## src/hdl/lps_pkg.sv

```systemverilog
// ----------------------------------------------------------------------------
// lps_pkg
// shared widths, codes, register map and beat types for the lift supervisor
// ----------------------------------------------------------------------------
package lps_pkg;

	localparam int POS_W  = 14;
	localparam int DUTY_W = 16;
	localparam int TIME_W = 16;
	localparam int CFG_W  = 16;
	localparam int COMP_W = 3;
	localparam int SEL_W  = 2;

	// idle ticks between potentiometer samples
	localparam int SAMPLE_INTERVAL = 50;
	localparam int IDLE_W = (SAMPLE_INTERVAL > 2) ? $clog2(SAMPLE_INTERVAL) : 1;

	// -0.1 in q1.15, rounded to nearest
	localparam logic signed [DUTY_W-1:0] PULSE_DUTY = -16'sd3277;

	localparam int NUM_PEGS = 6;
	localparam int PEG_IDX_W = $clog2(NUM_PEGS);

	// register map
	localparam int REG_IDX_W = 3;
	typedef enum logic [REG_IDX_W-1:0] {
		REG_TIMEOUT      = 3'd0,
		REG_DEADBAND     = 3'd1,
		REG_LOW_COL_LOW  = 3'd2,
		REG_LOW_COL_MED  = 3'd3,
		REG_LOW_COL_HIGH = 3'd4,
		REG_HIGH_COL_LOW = 3'd5,
		REG_HIGH_COL_MED = 3'd6,
		REG_HIGH_COL_HIGH = 3'd7
	} reg_idx_t;

	localparam logic [TIME_W-1:0] TIMEOUT_RST  = 16'd75;
	localparam logic [POS_W-1:0]  DEADBAND_RST = 14'd410;
	localparam logic [POS_W-1:0]  PEG_RST [NUM_PEGS] = '{
		14'd1761, 14'd2048, 14'd2048, 14'd2048, 14'd2048, 14'd8847
	};
	// peg slots that double as soft limits
	localparam int PEG_LOWER_LIMIT = 0;
	localparam int PEG_UPPER_LIMIT = NUM_PEGS - 1;

	// preset selection codes
	localparam logic [SEL_W-1:0] SEL_STOWED = 2'd0;
	localparam logic [SEL_W-1:0] SEL_LOW    = 2'd1;

	typedef enum logic [4:0] {
		MODE_IDLE    = 5'b00001,
		MODE_ABORT   = 5'b00010,
		MODE_MANUAL  = 5'b00100,
		MODE_PRESET  = 5'b01000,
		MODE_PULSING = 5'b10000
	} mode_t;

	typedef enum logic [COMP_W-1:0] {
		COMP_NONE     = 3'd0,
		COMP_PROGRESS = 3'd1,
		COMP_SUCCESS  = 3'd2,
		COMP_FAILURE  = 3'd3,
		COMP_ABORTED  = 3'd4
	} comp_t;

	typedef struct packed {
		logic                     new_command;
		logic                     manual_request;
		logic                     high_column;
		logic [SEL_W-1:0]         preset_select;
		logic signed [DUTY_W-1:0] manual_power;
		logic                     abort_request;
		logic [POS_W-1:0]         pot_position;
	} cmd_t;

	typedef struct packed {
		logic                     drive_enabled;
		logic                     duty_mode;
		logic signed [DUTY_W-1:0] duty_out;
		logic [POS_W-1:0]         setpoint_out;
		logic [COMP_W-1:0]        completion;
		logic                     arm_top_request;
		logic                     sample_pot;
	} rsp_t;

endpackage

```

## src/hdl/lps_cmd_if.sv

```systemverilog
// ----------------------------------------------------------------------------
// lps_cmd_if
// command channel: one control tick of inputs per beat
// ----------------------------------------------------------------------------
interface lps_cmd_if;
	logic                             valid;
	logic                             ready;
	logic                             new_command;
	logic                             manual_request;
	logic                             high_column;
	logic [lps_pkg::SEL_W-1:0]        preset_select;
	logic signed [lps_pkg::DUTY_W-1:0] manual_power;
	logic                             abort_request;
	logic [lps_pkg::POS_W-1:0]        pot_position;

	modport source (
		output valid, new_command, manual_request, high_column, preset_select,
		output manual_power, abort_request, pot_position,
		input  ready
	);
	modport sink (
		input  valid, new_command, manual_request, high_column, preset_select,
		input  manual_power, abort_request, pot_position,
		output ready
	);
endinterface

```

## src/hdl/lps_rsp_if.sv

```systemverilog
// ----------------------------------------------------------------------------
// lps_rsp_if
// result channel: one motor command and status per beat
// ----------------------------------------------------------------------------
interface lps_rsp_if;
	logic                             valid;
	logic                             ready;
	logic                             drive_enabled;
	logic                             duty_mode;
	logic signed [lps_pkg::DUTY_W-1:0] duty_out;
	logic [lps_pkg::POS_W-1:0]        setpoint_out;
	logic [lps_pkg::COMP_W-1:0]       completion;
	logic                             arm_top_request;
	logic                             sample_pot;

	modport source (
		output valid, drive_enabled, duty_mode, duty_out, setpoint_out,
		output completion, arm_top_request, sample_pot,
		input  ready
	);
	modport sink (
		input  valid, drive_enabled, duty_mode, duty_out, setpoint_out,
		input  completion, arm_top_request, sample_pot,
		output ready
	);
endinterface

```

## src/hdl/lps_cfg_if.sv

```systemverilog
// ----------------------------------------------------------------------------
// lps_cfg_if
// register write channel: index and data per beat
// ----------------------------------------------------------------------------
interface lps_cfg_if;
	logic                            valid;
	logic                            ready;
	logic [lps_pkg::REG_IDX_W-1:0]   index;
	logic [lps_pkg::CFG_W-1:0]       data;

	modport source (output valid, index, data, input ready);
	modport sink   (input valid, index, data, output ready);
endinterface

```

## src/hdl/lift_preset_supervisor.sv

```systemverilog
// ----------------------------------------------------------------------------
// lift_preset_supervisor
// per-tick lift motor supervisor: abort, manual, preset, pulse-down and idle modes
// ----------------------------------------------------------------------------
//
//  port   dir    beat carries
//  -----  -----  ------------------------------------------------------------
//  cmd    sink   command flags, preset choice, manual power, abort, pot
//  rsp    source drive enable, duty mode, duty, setpoint, completion, flags
//  cfg    sink   register index and write data (always ready)
//
//  one beat in, one beat out; a beat may enter every cycle while rsp does not stall
//  a beat passes through the input register, then the result register
//  the supervisor state advances when a beat moves into the result register
//  a stalled rsp holds the result register, and cmd keeps taking one more beat
//  arst_n clears valids, countdown, status and idle counter, sets mode to idle and reloads registers
//
module lift_preset_supervisor (
	input  logic         clk,
	input  logic         arst_n,
	lps_cmd_if.sink      cmd,
	lps_rsp_if.source    rsp,
	lps_cfg_if.sink      cfg
);

	// configuration registers
	logic [lps_pkg::TIME_W-1:0] timeout_q;
	logic [lps_pkg::POS_W-1:0]  deadband_q;
	logic [lps_pkg::POS_W-1:0]  peg_q [lps_pkg::NUM_PEGS];

	// supervisor state
	lps_pkg::mode_t             mode_q;
	logic [lps_pkg::TIME_W-1:0] countdown_q;
	logic                       pos_mode_q;
	lps_pkg::comp_t             comp_q;
	logic [lps_pkg::IDLE_W-1:0] idle_cnt_q;

	// pipeline
	logic          valid_s1;
	lps_pkg::cmd_t item_s1;
	logic          valid_s2;
	lps_pkg::rsp_t result_s2;
	logic          advance;

	// next-state and result logic
	lps_pkg::mode_t             mode_v;
	lps_pkg::mode_t             mode_nx;
	logic [lps_pkg::TIME_W-1:0] countdown_v;
	logic [lps_pkg::TIME_W-1:0] countdown_nx;
	logic                       pos_mode_nx;
	lps_pkg::comp_t             comp_nx;
	logic [lps_pkg::IDLE_W-1:0] idle_cnt_nx;
	lps_pkg::rsp_t              result_nx;
	logic [lps_pkg::PEG_IDX_W-1:0] peg_idx;
	logic [lps_pkg::POS_W-1:0]  setpoint;
	logic [lps_pkg::POS_W-1:0]  pos_err;
	logic                       in_band;
	logic                       power_pos;
	logic                       power_neg;

	// ---------------------------------------------------------------- handshake
	// s1 moves on when the result register is empty or being drained
	assign advance   = valid_s1 && (!valid_s2 || rsp.ready);
	assign cmd.ready = !valid_s1 || advance;
	assign cfg.ready = 1'b1;

	always_ff @(posedge clk or negedge arst_n) begin
		if (!arst_n) begin
			valid_s1 <= 1'b0;
			valid_s2 <= 1'b0;
		end else begin
			if (cmd.ready) begin
				valid_s1 <= cmd.valid;
			end
			if (advance) begin
				valid_s2 <= 1'b1;
			end else if (rsp.ready) begin
				valid_s2 <= 1'b0;
			end
		end
	end

	// input register, payload only
	always_ff @(posedge clk) begin
		if (cmd.ready && cmd.valid) begin
			item_s1.new_command    <= cmd.new_command;
			item_s1.manual_request <= cmd.manual_request;
			item_s1.high_column    <= cmd.high_column;
			item_s1.preset_select  <= cmd.preset_select;
			item_s1.manual_power   <= cmd.manual_power;
			item_s1.abort_request  <= cmd.abort_request;
			item_s1.pot_position   <= cmd.pot_position;
		end
	end

	// ---------------------------------------------------------------- registers
	always_ff @(posedge clk or negedge arst_n) begin
		if (!arst_n) begin
			timeout_q  <= lps_pkg::TIMEOUT_RST;
			deadband_q <= lps_pkg::DEADBAND_RST;
			for (int i = 0; i < lps_pkg::NUM_PEGS; i++) begin
				peg_q[i] <= lps_pkg::PEG_RST[i];
			end
		end else if (cfg.valid) begin
			unique case (lps_pkg::reg_idx_t'(cfg.index))
				lps_pkg::REG_TIMEOUT:       timeout_q  <= cfg.data;
				lps_pkg::REG_DEADBAND:      deadband_q <= cfg.data[lps_pkg::POS_W-1:0];
				lps_pkg::REG_LOW_COL_LOW:   peg_q[0]   <= cfg.data[lps_pkg::POS_W-1:0];
				lps_pkg::REG_LOW_COL_MED:   peg_q[1]   <= cfg.data[lps_pkg::POS_W-1:0];
				lps_pkg::REG_LOW_COL_HIGH:  peg_q[2]   <= cfg.data[lps_pkg::POS_W-1:0];
				lps_pkg::REG_HIGH_COL_LOW:  peg_q[3]   <= cfg.data[lps_pkg::POS_W-1:0];
				lps_pkg::REG_HIGH_COL_MED:  peg_q[4]   <= cfg.data[lps_pkg::POS_W-1:0];
				lps_pkg::REG_HIGH_COL_HIGH: peg_q[5]   <= cfg.data[lps_pkg::POS_W-1:0];
				default: ;
			endcase
		end
	end

	// ---------------------------------------------------------------- preset geometry
	// high column pegs sit three slots above the low column ones
	assign peg_idx = lps_pkg::PEG_IDX_W'({1'b0, item_s1.preset_select} - 3'd1)
		+ (item_s1.high_column ? lps_pkg::PEG_IDX_W'(3) : lps_pkg::PEG_IDX_W'(0));
	assign setpoint = (item_s1.preset_select == lps_pkg::SEL_STOWED) ? '0 : peg_q[peg_idx];
	assign pos_err  = (item_s1.pot_position >= setpoint) ? item_s1.pot_position - setpoint
		: setpoint - item_s1.pot_position;
	assign in_band  = pos_err < deadband_q;

	assign power_pos = !item_s1.manual_power[lps_pkg::DUTY_W-1] && (item_s1.manual_power != '0);
	assign power_neg = item_s1.manual_power[lps_pkg::DUTY_W-1];

	// ---------------------------------------------------------------- tick logic
	always_comb begin
		mode_v       = mode_q;
		countdown_v  = countdown_q;
		pos_mode_nx  = pos_mode_q;
		comp_nx      = comp_q;
		idle_cnt_nx  = idle_cnt_q;
		countdown_nx = countdown_q;
		result_nx    = '0;

		// a new command picks the mode, abort then overrides it
		if (item_s1.new_command) begin
			if (item_s1.manual_request) begin
				pos_mode_nx = 1'b0;
				mode_v      = lps_pkg::MODE_MANUAL;
			end else begin
				pos_mode_nx = 1'b1;
				countdown_v = timeout_q;
				mode_v      = lps_pkg::MODE_PRESET;
			end
		end
		if (item_s1.abort_request) begin
			mode_v = lps_pkg::MODE_ABORT;
		end
		mode_nx      = mode_v;
		countdown_nx = countdown_v;

		unique case (mode_v)
			lps_pkg::MODE_ABORT: begin
				comp_nx = lps_pkg::COMP_ABORTED;
			end
			lps_pkg::MODE_PULSING: begin
				result_nx.drive_enabled = 1'b1;
				result_nx.sample_pot    = 1'b1;
				pos_mode_nx             = 1'b0;
				if (item_s1.pot_position >= peg_q[lps_pkg::PEG_LOWER_LIMIT]) begin
					result_nx.duty_out = lps_pkg::PULSE_DUTY;
				end
			end
			lps_pkg::MODE_MANUAL: begin
				result_nx.drive_enabled = 1'b1;
				result_nx.sample_pot    = 1'b1;
				comp_nx                 = lps_pkg::COMP_PROGRESS;
				// soft limits
				if ((power_pos && item_s1.pot_position < peg_q[lps_pkg::PEG_UPPER_LIMIT]) ||
					(power_neg && item_s1.pot_position > peg_q[lps_pkg::PEG_LOWER_LIMIT])) begin
					result_nx.duty_out = item_s1.manual_power;
				end
				mode_nx = lps_pkg::MODE_IDLE;
			end
			lps_pkg::MODE_PRESET: begin
				result_nx.drive_enabled = 1'b1;
				result_nx.sample_pot    = 1'b1;
				result_nx.setpoint_out  = setpoint;
				result_nx.arm_top_request = !in_band;
				comp_nx = in_band ? lps_pkg::COMP_SUCCESS : lps_pkg::COMP_PROGRESS;
				if (countdown_v != '0) begin
					countdown_nx = countdown_v - 1'b1;
				end
				// failure and the next mode are judged only when the countdown runs out
				if (countdown_nx == '0) begin
					if (!in_band) begin
						comp_nx = lps_pkg::COMP_FAILURE;
					end
					if (in_band && item_s1.preset_select == lps_pkg::SEL_LOW) begin
						mode_nx = lps_pkg::MODE_PULSING;
					end else begin
						mode_nx = lps_pkg::MODE_IDLE;
					end
				end
			end
			default: begin
				mode_nx = lps_pkg::MODE_IDLE;
				if (idle_cnt_q == lps_pkg::IDLE_W'(lps_pkg::SAMPLE_INTERVAL - 1)) begin
					idle_cnt_nx          = '0;
					result_nx.sample_pot = 1'b1;
				end else begin
					idle_cnt_nx = idle_cnt_q + 1'b1;
				end
				// controller left in voltage mode after a manual beat
				if (!pos_mode_nx) begin
					comp_nx = lps_pkg::COMP_SUCCESS;
				end
			end
		endcase

		if (pos_mode_nx) begin
			result_nx.duty_out = '0;
		end
		result_nx.duty_mode  = !pos_mode_nx;
		result_nx.completion = comp_nx;
	end

	// state and result register
	always_ff @(posedge clk or negedge arst_n) begin
		if (!arst_n) begin
			mode_q      <= lps_pkg::MODE_IDLE;
			countdown_q <= '0;
			pos_mode_q  <= 1'b1;
			comp_q      <= lps_pkg::COMP_NONE;
			idle_cnt_q  <= '0;
		end else if (advance) begin
			mode_q      <= mode_nx;
			countdown_q <= countdown_nx;
			pos_mode_q  <= pos_mode_nx;
			comp_q      <= comp_nx;
			idle_cnt_q  <= idle_cnt_nx;
		end
	end

	always_ff @(posedge clk) begin
		if (advance) begin
			result_s2 <= result_nx;
		end
	end

	// ---------------------------------------------------------------- result port
	assign rsp.valid           = valid_s2;
	assign rsp.drive_enabled   = result_s2.drive_enabled;
	assign rsp.duty_mode       = result_s2.duty_mode;
	assign rsp.duty_out        = result_s2.duty_out;
	assign rsp.setpoint_out    = result_s2.setpoint_out;
	assign rsp.completion      = result_s2.completion;
	assign rsp.arm_top_request = result_s2.arm_top_request;
	assign rsp.sample_pot      = result_s2.sample_pot;

endmodule
```

## src/flat_wrapper.sv

```systemverilog
// flat-port wrapper written by rule: the top's interface ports become plain ports
module lift_preset_supervisor_flat 
  (clk, arst_n, cmd_valid, cmd_new_command, cmd_manual_request, cmd_high_column, cmd_preset_select, cmd_manual_power, cmd_abort_request, cmd_pot_position, cmd_ready, rsp_valid, rsp_drive_enabled, rsp_duty_mode, rsp_duty_out, rsp_setpoint_out, rsp_completion, rsp_arm_top_request, rsp_sample_pot, rsp_ready, cfg_valid, cfg_index, cfg_data, cfg_ready);
  lps_cmd_if cmd_i ();
  lps_rsp_if rsp_i ();
  lps_cfg_if cfg_i ();
  input  logic clk;
  input  logic arst_n;
  input wire logic [$bits(cmd_i.valid)-1:0] cmd_valid;
  input wire logic [$bits(cmd_i.new_command)-1:0] cmd_new_command;
  input wire logic [$bits(cmd_i.manual_request)-1:0] cmd_manual_request;
  input wire logic [$bits(cmd_i.high_column)-1:0] cmd_high_column;
  input wire logic [$bits(cmd_i.preset_select)-1:0] cmd_preset_select;
  input wire logic [$bits(cmd_i.manual_power)-1:0] cmd_manual_power;
  input wire logic [$bits(cmd_i.abort_request)-1:0] cmd_abort_request;
  input wire logic [$bits(cmd_i.pot_position)-1:0] cmd_pot_position;
  output wire logic [$bits(cmd_i.ready)-1:0] cmd_ready;
  output wire logic [$bits(rsp_i.valid)-1:0] rsp_valid;
  output wire logic [$bits(rsp_i.drive_enabled)-1:0] rsp_drive_enabled;
  output wire logic [$bits(rsp_i.duty_mode)-1:0] rsp_duty_mode;
  output wire logic [$bits(rsp_i.duty_out)-1:0] rsp_duty_out;
  output wire logic [$bits(rsp_i.setpoint_out)-1:0] rsp_setpoint_out;
  output wire logic [$bits(rsp_i.completion)-1:0] rsp_completion;
  output wire logic [$bits(rsp_i.arm_top_request)-1:0] rsp_arm_top_request;
  output wire logic [$bits(rsp_i.sample_pot)-1:0] rsp_sample_pot;
  input wire logic [$bits(rsp_i.ready)-1:0] rsp_ready;
  input wire logic [$bits(cfg_i.valid)-1:0] cfg_valid;
  input wire logic [$bits(cfg_i.index)-1:0] cfg_index;
  input wire logic [$bits(cfg_i.data)-1:0] cfg_data;
  output wire logic [$bits(cfg_i.ready)-1:0] cfg_ready;
  assign cmd_i.valid = cmd_valid;
  assign cmd_i.new_command = cmd_new_command;
  assign cmd_i.manual_request = cmd_manual_request;
  assign cmd_i.high_column = cmd_high_column;
  assign cmd_i.preset_select = cmd_preset_select;
  assign cmd_i.manual_power = cmd_manual_power;
  assign cmd_i.abort_request = cmd_abort_request;
  assign cmd_i.pot_position = cmd_pot_position;
  assign cmd_ready = cmd_i.ready;
  assign rsp_valid = rsp_i.valid;
  assign rsp_drive_enabled = rsp_i.drive_enabled;
  assign rsp_duty_mode = rsp_i.duty_mode;
  assign rsp_duty_out = rsp_i.duty_out;
  assign rsp_setpoint_out = rsp_i.setpoint_out;
  assign rsp_completion = rsp_i.completion;
  assign rsp_arm_top_request = rsp_i.arm_top_request;
  assign rsp_sample_pot = rsp_i.sample_pot;
  assign rsp_i.ready = rsp_ready;
  assign cfg_i.valid = cfg_valid;
  assign cfg_i.index = cfg_index;
  assign cfg_i.data = cfg_data;
  assign cfg_ready = cfg_i.ready;
  lift_preset_supervisor u_core (.clk(clk), .arst_n(arst_n), .cmd(cmd_i), .rsp(rsp_i), .cfg(cfg_i));
endmodule
```

## config.mk

```make
export PLATFORM = sky130hd
export DESIGN_NAME = lift_preset_supervisor_flat
export DESIGN_NICKNAME = d
export VERILOG_FILES = /design/src/hdl/lps_pkg.sv /design/src/hdl/lps_cmd_if.sv /design/src/hdl/lps_rsp_if.sv /design/src/hdl/lps_cfg_if.sv /design/src/hdl/lift_preset_supervisor.sv /design/src/flat_wrapper.sv
export SDC_FILE = /design/constraint.sdc
export NUM_CORES = 1
export LEC_CHECK = 0
export BUFFER_PORTS_ARGS = -buffer_cell sky130_fd_sc_hd__buf_4
export CORE_ASPECT_RATIO = 0.5
export CORE_MARGIN = 3
export CORE_UTILIZATION = 60
export DETAILED_ROUTE_END_ITERATION = 10
export GPL_TIMING_DRIVEN = 0
export MAX_ROUTING_LAYER = met4
export PLACE_DENSITY = 0.8
export SLEW_MARGIN = 5
export SYNTH_ARGS = -nofsm -noshare
export SYNTH_HDL_FRONTEND = slang
export SYNTH_SLANG_ARGS = --single-unit
```

## constraint.sdc

```tcl
create_clock -name clk -period 8.2 [get_ports clk]
set_clock_uncertainty 0.1 [all_clocks]
set_input_delay 1.64 -clock clk [delete_from_list [all_inputs] [get_ports clk]]
set_output_delay 1.64 -clock clk [all_outputs]
set_load 0.02 [all_outputs]
```

== Word-level counts from Yosys, hierarchy flattened ==
Cells that the tools add are included.
Storage, ports and cells
  register bits after elaboration: 220
Cells by class
  add/subtract/negate cells: 6
  magnitude comparators: 6
  equal/unequal tests: 13
  muxes and demuxes: 34
  bitwise logic cells: 2
  reductions and logical operators: 32
Operators by type and width (number)
  2-to-1 mux 16 bit: 7
  2-to-1 mux 14 bit: 4
  binary-select mux 14 bit (select 3 bit): 1
  one-hot mux 16 bit (2 select lines): 1
  nonzero test 16 bit: 2
  greater-or-equal comparator 14 bit: 2
  less-than comparator 14 bit: 2
  subtractor 14 bit: 2
  2-to-1 mux 5 bit: 4
  AND reduction 2 bit: 9
  logical NOT 16 bit: 1
  subtractor 16 x 1 -> 16 bit, second input constant: 1
  > comparator 14 bit: 1
  == test 3 bit, second input constant: 4
  one-hot mux 3 bit (4 select lines): 1
  one-hot mux 5 bit (2 select lines): 1
  2-to-1 mux 3 bit: 3
  2-to-1 mux 1 bit: 7
  adder 6 x 1 -> 6 bit, second input constant: 1
  == test 3 x 2 -> 1 bit, second input constant: 2
  == test 6 bit, second input constant: 1
  logical AND 1 bit: 6
  2-to-1 mux 6 bit: 1
  == test 5 x 2 -> 1 bit, second input constant: 1
  other kinds (21): 28

== Depth between registers and ports, before layout ==
Gate-level depths: netlist of the first run.
  depth after elaboration: 14
  gate-level depth with buffers: 31
  depth with buffers taken out: 29

== Least setup slack after synthesis of the first run ==
No wires, ideal clock.
  path kind: reg-to-reg
  from: register u_core.item_s1[32] (netlist name)
  to: register u_core.result_s2, in the netlist u_core.rsp.completion[1], data pin
  library setup time: 131 ps
  data arrival time: 6835 ps
  setup slack: 1134 ps
  stages on the path, launching flop included: 31
  buffers on the path: 4
  period minus slack after synthesis: 7066 ps
  cell sequence: edfxtp_1 > inv_1 > ha_1 > inv_1 > ha_1 > xor2_1 > clkbuf_1 > mux4_2 > a21oi_1 > nor2_1 > inv_1 > ha_1 > buf_2 > and2_1 > a221o_1 > a221oi_1 > o21ai_2 > buf_2 > buf_2 > mux2i_1 > o21ai_0 > xor2_1 > ha_1 > a21o_1 > a21o_1 > a221o_1 > a31o_2 > a221oi_1 > o2111ai_1 > nand3_1 > a22o_1
On the way
  word-level cells in the longest chain between the ends: 14
  elaborated cells on any way between the ends: 17
  those cells by class: 4 x add/sub; 2 x order compare; 9 x mux; 1 x bitwise; 1 x reduce/logical
RTL lines
  start: declaration: line lift_preset_supervisor.sv:40  | lps_pkg::cmd_t item_s1;
  subtractor 2 x 1 -> 3 bit: line lift_preset_supervisor.sv:121  | assign peg_idx = lps_pkg::PEG_IDX_W'({1'b0, item_s1.preset_select} - 3'd1)
  adder 3 bit: line lift_preset_supervisor.sv:122  | + (item_s1.high_column ? lps_pkg::PEG_IDX_W'(3) : lps_pkg::PEG_IDX_W'(0));
  inverter 3 -> 4 bit (implied by the code): line lift_preset_supervisor.sv:123  | assign setpoint = (item_s1.preset_select == lps_pkg::SEL_STOWED) ? '0 : peg_q[peg_idx];
  binary-select mux 14 bit (select 3 bit): line lift_preset_supervisor.sv:123
  2-to-1 mux 14 bit (implied by the code) (2 in a row): line lift_preset_supervisor.sv:123
  2-to-1 mux 14 bit (*): line lift_preset_supervisor.sv:123
  via u_core.setpoint, one bit: line lift_preset_supervisor.sv:55  | logic [lps_pkg::POS_W-1:0] setpoint;
  subtractor 14 bit (tied with other cells): line lift_preset_supervisor.sv:125  | : setpoint - item_s1.pot_position;
  2-to-1 mux 14 bit (*): line lift_preset_supervisor.sv:124  | assign pos_err = (item_s1.pot_position >= setpoint) ? item_s1.pot_position - setpoint
  less-than comparator 14 bit (*): line lift_preset_supervisor.sv:126  | assign in_band = pos_err < deadband_q;
  2-to-1 mux 2 bit: line lift_preset_supervisor.sv:186  | comp_nx = in_band ? lps_pkg::COMP_SUCCESS : lps_pkg::COMP_PROGRESS;
  2-to-1 mux 3 bit: line lift_preset_supervisor.sv:192  | if (!in_band) begin
  2-to-1 mux 3 bit (*): line lift_preset_supervisor.sv:191  | if (countdown_nx == '0) begin
  one-hot mux 3 bit (4 select lines) (*): line lift_preset_supervisor.sv:158  | unique case (mode_v)
  via u_core.comp_nx[1]: line lift_preset_supervisor.sv:51  | lps_pkg::comp_t comp_nx;
  end signal: assignment: line lift_preset_supervisor.sv:243  | result_s2 <= result_nx;
  end: declaration: line lift_preset_supervisor.sv:42  | lps_pkg::rsp_t result_s2;
Mark *: on every way through the listed nets, which the timed path passes. The rest lies on a longest branch. The select of a mux whose other input is x is not followed.
A chain may end at the register's enable or synchronous reset.

== Worst setup path in the final report of the first run ==
Same ends and word-level chain as after synthesis.

==> results of run 1 <==
==> repair_timing <==
item | in CTS | in global routing
gates cloned | 0 | 0
pin swaps | 0 | 0
setup buffers | 0 | 2
gates resized for setup | 4 | 6
endpoints found under the setup margin | 7 | 7
==> critical path, delay by kind of cell (launching register included) <==
family                     cells  cell delay (ps)
buffers and inverters          7             1270
muxes                          1              270
and+or+nand+nor                3              660
AOI/OAI and AO/OA             13             3090
xor gates and xnor gates       2              400
adders and majority gates      4             1300
DFF                            1              540
==> per-stage QoR <==
| stage | cells | utilization |
|---|---|---|
| after floorplan | 1140 | - |
| after global placement | 1502 | 0.676 |
| after detailed placement | 1505 | 0.680 |
| after CTS | 1542 | 0.715 |
| after global routing | 1543 | 0.717 |
| final | 1543 | 0.717 |
==> logic make-up after synthesis <==
family                     after synthesis
AOI/OAI and AO/OA                      243
xor gates and xnor gates                20
adders and majority gates               75
buffers and inverters                  138
DFF                                    220
muxes                                  152
other                                    1
and+or+nand+nor                        291
==> cells in the final DEF, fill, tap and decap left out, types with 10 or more instances in the layout <==
cell type	synthesis	layout
buf_4	1	98
mux4_2	14	14
nand3_1	14	14
mux2_2	97	97
mux2i_1	39	39
ha_1	73	73
inv_1	90	90
xnor2_1	10	10
o21ai_0	67	67
dfrtp_1	119	119
clkbuf_1	28	30
dfstp_2	28	28
a21oi_1	61	61
nor3_1	25	23
nand2_1	86	86
a21o_1	34	34
clkbuf_16	0	22
buf_2	12	13
nand4_1	14	14
nor2_1	86	85
edfxtp_1	73	73
a211oi_1	13	13
o211ai_1	10	10
and2_1	13	12
==> sequential cells by signal, summed over array words and instances (netlist names) <==
register,flops
u_core.comp_q,3
u_core.countdown_q,16
u_core.deadband_q,14
u_core.idle_cnt_q,6
u_core.item_s1,36
u_core.mode_q,5
u_core.peg_q,84
u_core.pos_mode_q,1
u_core.rsp.arm_top_request,1
u_core.rsp.completion,3
u_core.rsp.drive_enabled,1
u_core.rsp.duty_mode,1
u_core.rsp.duty_out,16
u_core.rsp.sample_pot,1
u_core.rsp.setpoint_out,14
u_core.rsp.valid,1
u_core.timeout_q,16
u_core.valid_s1,1
==> area by class of cell <==
class | instances | area share
Inverter | 91 | 0.0240
Clock buffer | 28 | 0.0410
Tap cell | 266 | 0.0234
Sequential cell | 220 | 0.415
Multi-Input combinational cell | 782 | 0.420
Buffer | 46 | 0.0149
Timing Repair Buffer | 101 | 0.0567
Clock inverter | 9 | 0.00536
==> worst max path at each step <==
stage / startpoint / endpoint / slack, ps / cells after the start
2_1_floorplan: u_core.item_s1[32] / u_core.rsp.completion[1] / 1130 / 30
3_3_place_gp: u_core.item_s1[32] / u_core.rsp.completion[1] / -490 / 31
3_5_place_dp: u_core.item_s1[32] / u_core.rsp.completion[1] / -590 / 31
4_1_cts: u_core.item_s1[32] / u_core.rsp.completion[1] / 90 / 31
5_1_grt: u_core.item_s1[32] / u_core.rsp.completion[1] / 40 / 30
6_report: u_core.item_s1[32] / u_core.rsp.completion[1] / 410 / 30
==> layer usage <==
layer / vias to the layer above / GRT usage / part of all wire
met4: 0 / 0.0635 / 0.017
met1: 4787 / 0.416 / 0.44
met3: 50 / 0.0434 / 0.067
met5: - / - / 0
li1: 4350 / - / -
met2: 345 / 0.488 / 0.47
==> power by group through the flow <==
| stage | Sequential (mW) | Combinational [mW] | Clock (mW) |
|---|---|---|---|
| floorplan | 1.50 | 0.980 | 0 |
| finish | 1.52 | 1.41 | 0.954 |
| global placement | 1.52 | 1.30 | 0 |
| CTS | 1.51 | 1.38 | 0.965 |
| detailed placement | 1.53 | 1.36 | 0 |
| global route | 1.54 | 1.55 | 1.01 |
==> impl_results.md, run 1 <==
* Simple-gate share of the synthesized area at 0.114
* Area after DPL at 0.0135 mm^2
* CP Max Fanout at 10
* Hpwl dp at 24400 um
* Synth cell types at 74
* Worst setup SP type: flop
* Die width at roughly 210 um
* Final WS setup at 410 ps
* Fmax at 0.128 GHz
* Crit Path Class: reg -> reg
* Power Internal at 2.52 mW
* Crit path DAT at ~8100 ps
* Maximum VDD drop at ~0.00018 V
* Fin. Hold Viols at 0
* Largest net degree at the start of global routing at 99
* Reg-to-reg endpoint: u_core.rsp.completion[1]
* RePlAce Congestion at between 0.9 and 1
* Die height at between 100 and 150 um
* R2R cell count at 30
* Power density over the cells at 273 mW/mm^2
* Synth area leaders: dfrtp_1, edfxtp_1, mux2_2
* Clock Latency Late Sink at 510 ps
* Dpl ws at -595 ps
* Path type of the worst min-delay path: reg -> reg
* Syn_area_per_cell at 10.9 um^2
* Post-synthesis mux area share at 0.147
* TritonCTS clock tree: done
* First-pass GRT wire length at a little over 50000 um
* Vias post-DR at 9532
* Ports at 100
* Outcome: finished clean
* Worst setup EP type: flop
* Clock share of power at 0.245
* Die area at 0.0225 mm^2
* Synth top cells by count: dfrtp_1, mux2_2, inv_1
* Hold path endpoint: u_core.countdown_q[15]
* ANT nets after route at 0
* Routed len/inst at 21.4 um
* N_diodes at 0
* Slowest-stage cell, CP: edfxtp_1
* DRC at 0
* Top_reg_cell synth: dfrtp_1
* Tcrit/Tclk final at 0.950
* Reg area at 0.00591 mm^2
* Slew HR at 0.299
* Mapped Nets at 1275
* Mapped Cells at between 1000 and 1500
* Synth Area in Compound Gates at 0.126
* Worst-Margin Slew at ~1000 ps
* Row count at 36
* Adder-Cell Fraction of Synth Area at 0.0770
* CTS H-Tree Depth at 1
* Seq/Total Area, Yosys at 0.477
* WP data required at ~8500 ps
* Register share of total power at 0.391
* Min-delay src: u_core.countdown_q[15]
* Clock Pin Slew Worst Setup and Hold Paths at 70 ps
* Final Max Slew Viols at 0
* Vias in the first global route at 9677
* Synth async-reset ratio at 0.668
* Top-count cell post-synth: dfrtp_1
* Initial antenna violation count at 0
* Fin area at 0.0142 mm^2
* Minimum clock period at 7790 ps
* RSZ-0062 raised after global routing: no
* Post-synth top area share at 0.241
* EDFF count, synth at 73
* Total GRT Usage at 0.302
* 1st-pass router iterations at 6
* Total power draw at 3.89 mW
* Hold slack at roughly 380 ps
* Combinational share of power at 0.363
* Sw frac at 0.353
* Hold_buf cts at 0
* Flops & latches, synth at 220
* Inserted Clock Buffers at 21
* Dominant cell type by area after synthesis: dfrtp_1
* Reg-to-reg slack, setup at 410 ps
* Share of cells above drive strength 1 at 0.242
* Core area at 0.0199 mm^2
* CTS Buffer Depth at 3
* Final setup vio count at 0
* Max cap viols at 0
* Starting Density at 0.623
* Lkg Pwr at 6.32 nW
* RR Startpoint: u_core.item_s1[32]
* Clock Sinks at 220
* Setup TNS at 0 ps
* Net Switching at 1.37 mW
* Drt initial violations at 1153
* Post-DR vias/cell at 6.18
* Total routed wirelength at 33000 um
* Area added between synthesis and finish at 15.0%
* Worst Hold Depth at 2
* Syn Std Cell Area at roughly 0.012 mm^2
* Number of I/O port buffers at 96
* Fillers at ~1400
* Main combinational cell family by area after synthesis: multiplexers
* Slowest stage delay, CP at 540 ps
* Grt total ovfl at 0
* Root Driver: clkbuf_16
* Post-Synth XOR/XNOR Area at 0.0141
* Area of the multi-input gates at 0.00597 mm^2
* Synth warn at 0
* Nets at 1398
No activity file was read; power rests on OpenSTA's default activity.
==> run 2, diff against run 1 <==
--- a/config.mk
+++ b/config.mk
@@ -5,6 +5,7 @@
 export SDC_FILE = /design/constraint.sdc
 export NUM_CORES = 1
 export LEC_CHECK = 0
+export ABC_AREA = 1
 export BUFFER_PORTS_ARGS = -buffer_cell sky130_fd_sc_hd__buf_4
 export CORE_ASPECT_RATIO = 0.5
 export CORE_MARGIN = 3
==> run 2 against run 1 <==
Compared with the run above: synthesized cell count up 38%; wire length up 17%; non-clock buffer count up 5; total power up 9.7%; maximum frequency up 9.8%; area after synthesis up 3.6%; via count up 24%; worst setup slack better by 700 ps; final cell count up 28%; count of clock-buffer cells in the layout unchanged; clock power up 6%; critical endpoint is now u_core.mode_q[4]; largest power group is now combinational logic.
==> impl_results.md, run 2 <==
* Post-DR vias/cell at 5.96 (-3.6%)
* Clock Pin Slew Worst Setup and Hold Paths at 70 ps (about the same)
* Share of cells above drive strength 1 at 0.137 (-0.105)
* Clock Sinks at 220 (unchanged)
* First-pass GRT wire length at 60600 um (+17%)
* Inserted Clock Buffers at 21 (unchanged)
* Commonest non-fill, non-tap cells in the layout: nand2_1, o21ai_0, inv_1, dfrtp_1, buf_4
* N_diodes at 0 (unchanged)
* Synth async-reset ratio at 0.668 (unchanged)
* Power Internal at 2.54 mW (+0.78%)
* CTS H-Tree Depth at 1 (unchanged)
* CP Max Fanout at 10 (unchanged)
* Drt initial violations at 1580 (+37%)
* Syn Std Cell Area at 0.0128 mm^2 (+3.6%)
* Die area at 0.0233 mm^2 (+3.5%)
* Area added between synthesis and finish at 14.1%
* Total GRT Usage at 0.346 (+0.0440)
* Mapped Nets at 1703 (+34%)
* Vias in the first global route at 11426 (+18%)
* Core area at 0.0208 mm^2 (+4.6%)
* Dpl ws at 1380 ps (+1980 ps)
* Die width at 213 um (+1.7%)
* Die height at 109 um (+1.7%)
* Most used cell, CP: inv_1
* RSZ-0062 raised after global routing: no
* Register share of total power at 0.351 (-0.040)
* Total routed wirelength at 38600 um (+17%)
* Root Driver: clkbuf_16
* Net Switching at 1.73 mW (+26%)
* Post-synth top area share at 0.232 (-0.00842)
* 1st-pass router iterations at 5 (-1)
* Top-count cell post-synth: nand2_1
* Seq/Total Area, Yosys at 0.460 (-0.0167)
* Sw frac at 0.405 (+0.0525)
* Starting Density at 0.617 (-0.00604)
* Largest net degree at the start of global routing at 87 (-12%)
* Reg area at 0.00591 mm^2 (unchanged)
* ANT nets after route at 0 (unchanged)
* Maximum VDD drop at 0.000180 V (+1.9%)
* Slew HR at 0.391 (+0.0916)
* Final setup vio count at 0 (unchanged)
* Synth top cells by count: nand2_1, o21ai_0, inv_1
* TritonCTS clock tree: done
* Clock share of power at 0.237 (-0.008)
* Fmax at 0.141 GHz (+9.8%)
* Ports at 100 (unchanged)
* Final WS setup at 1110 ps (+697 ps)
* Synth warn at 0 (unchanged)
* Power density over the cells at 291 mW/mm^2 (+6.6%)
* Setup Fix Bufs, Post-CTS at 0 (unchanged)
* Worst-Margin Slew at 914 ps (-135 ps)
* Routed len/inst at 19.5 um (-8.8%)
* Max cap viols at 0 (unchanged)
* Worst setup SP type: flop
* Lkg Pwr at 7.13 nW (+13%)
* Crit Path Class: reg -> reg
* Dominant cell type by area after synthesis: dfrtp_1
* Synth cell types at 53 (-28%)
* Vias post-DR at 11777 (+24%)
* Area of the multi-input gates at 0.00593 mm^2 (-0.71%)
* Fillers at 1676 (+16%)
* Worst setup EP type: flop
* DRC at 0 (unchanged)
* Fin. Hold Viols at 0 (unchanged)
* Largest register FFs at 84 (unchanged)
* Path type of the worst min-delay path: reg -> reg
* Number of I/O port buffers at 98 (+2.1%)
* RePlAce Congestion at 0.984 (+7.3%)
* Hold_buf cts at 0 (unchanged)
* Commonest non-fill, non-tap cell in the layout: nand2_1
* Outcome: finished clean
* Combinational share of power at 0.413 (+0.050)
* Total power draw at 4.26 mW (+9.7%)
* WP data required at 8530 ps (+60 ps)
* Grt total ovfl at 0 (unchanged)
* CTS Buffer Depth at 3 (unchanged)
* Tcrit/Tclk final at 0.865 (-0.0850)
* Syn_area_per_cell at 8.18 um^2 (-25%)
* Top_reg_cell synth: dfrtp_1
* Flops & latches, synth at 220 (unchanged)
* Mapped Cells at 1568 (+38%)
* Slowest-stage cell, CP: xnor2_1
* Synth area leaders: dfrtp_1, edfxtp_1, nand2_1
* Initial antenna violation count at 2 (+2)
* EDFF count, synth at 73 (unchanged)
* Clock Latency Late Sink at 510 ps (about the same)
* Row count at 37 (+2.8%)
* Nets at 1825 (+31%)
* Top Registers: u_core.peg_q (84), u_core.item_s1 (36)
* Hpwl dp at 29000 um (+19%)
* Setup TNS at 0 ps (unchanged)
* Final Max Slew Viols at 0 (unchanged)
* Crit path DAT at 7420 ps (-630 ps)
* Most flops, register: u_core.peg_q
* Minimum clock period at 7090 ps (-697 ps)
* Post-cts gate resize count at 0 (-4)
* Slowest stage delay, CP at 510 ps (-30 ps)
[run 2: cell count changes in the layout (fill, tap and decap cells not counted), sizes merged, moves of 13 or more]
cell / before / now
nand2: 86 / 440
o21ai: 72 / 222
inv: 90 / 200
mux2: 98 / 2
nand3: 14 / 82
mux2i: 40 / 4
a21o: 34 / 3
a21oi: 61 / 80
nor3: 25 / 10
mux4: 14 / 0
and2: 13 / 0
[run 2: final cells by class]
type	count	share of cell area
Tap cell	273	0.0233
Sequential cell	220	0.403
Timing Repair Buffer	99	0.0524
Clock buffer	28	0.0405
Inverter	197	0.0505
Buffer	53	0.0177
Multi-Input combinational cell	1098	0.405
Clock inverter	9	0.00701
[run 2: power groups by stage]
stage,Combinational [mW],Sequential [mW],Clock [mW]
after floorplan,1.19,1.50,0
after global placement,1.64,1.50,0
after detailed placement,1.71,1.51,0
after CTS,1.72,1.49,1.01
after global routing,1.97,1.52,1.05
final,1.76,1.50,1.01
[run 2: path summary, 6_finish.rpt]
kind                            cells past startpoint           endpoint  slack (ps)               start
max in group asynchronous                           2  u_core.pos_mode_q        6110              arst_n
min in group asynchronous                           1   u_core.peg_q[52]        1010              arst_n
worst min register to register                      2   u_core.peg_q[27]         390    u_core.peg_q[27]
worst min-delay path                                2   u_core.peg_q[27]         390    u_core.peg_q[27]
worst max-delay path                               34   u_core.mode_q[4]        1110  u_core.item_s1[32]
worst max register to register                     34   u_core.mode_q[4]        1110  u_core.item_s1[32]
[run 2: cell families after synthesis]
family,share of synthesized area
xor gates and xnor gates,0.0143
muxes,0.00488
adders and majority gates,0.0743
buffers and inverters,0.0778
AOI/OAI and AO/OA,0.143
and+or+nand+nor,0.225
DFF,0.460
other,0.000292
[run 2: worst max-delay path: cells and delay by family (launching register included)]
family	cells	cell delay [ps]
compound gates	5	840
xor+xnor	2	780
fa+ha+maj	5	1420
buf+inv	8	1240
flops	1	420
simple gates	14	2210
[run 2: stage by stage]
stage          std cells  hold slack, ps  area (um^2)  utilization
3_5_place_dp        1940             373        13900        0.671
3_3_place_gp        1939             361        13900        0.669
2_1_floorplan       1568             348        12800            -
6_report            1977             387        14600        0.704
4_1_cts             1977             390        14600        0.704
5_1_grt             1977             405        14600        0.704
[run 2: metal layers]
| layer | share of wire | global-route usage |
|---|---|---|
| met3 | 0.10 | 0.0673 |
| met4 | 0.028 | 0.0948 |
| met2 | 0.44 | 0.527 |
| met1 | 0.43 | 0.481 |
| met5 | 0 | - |
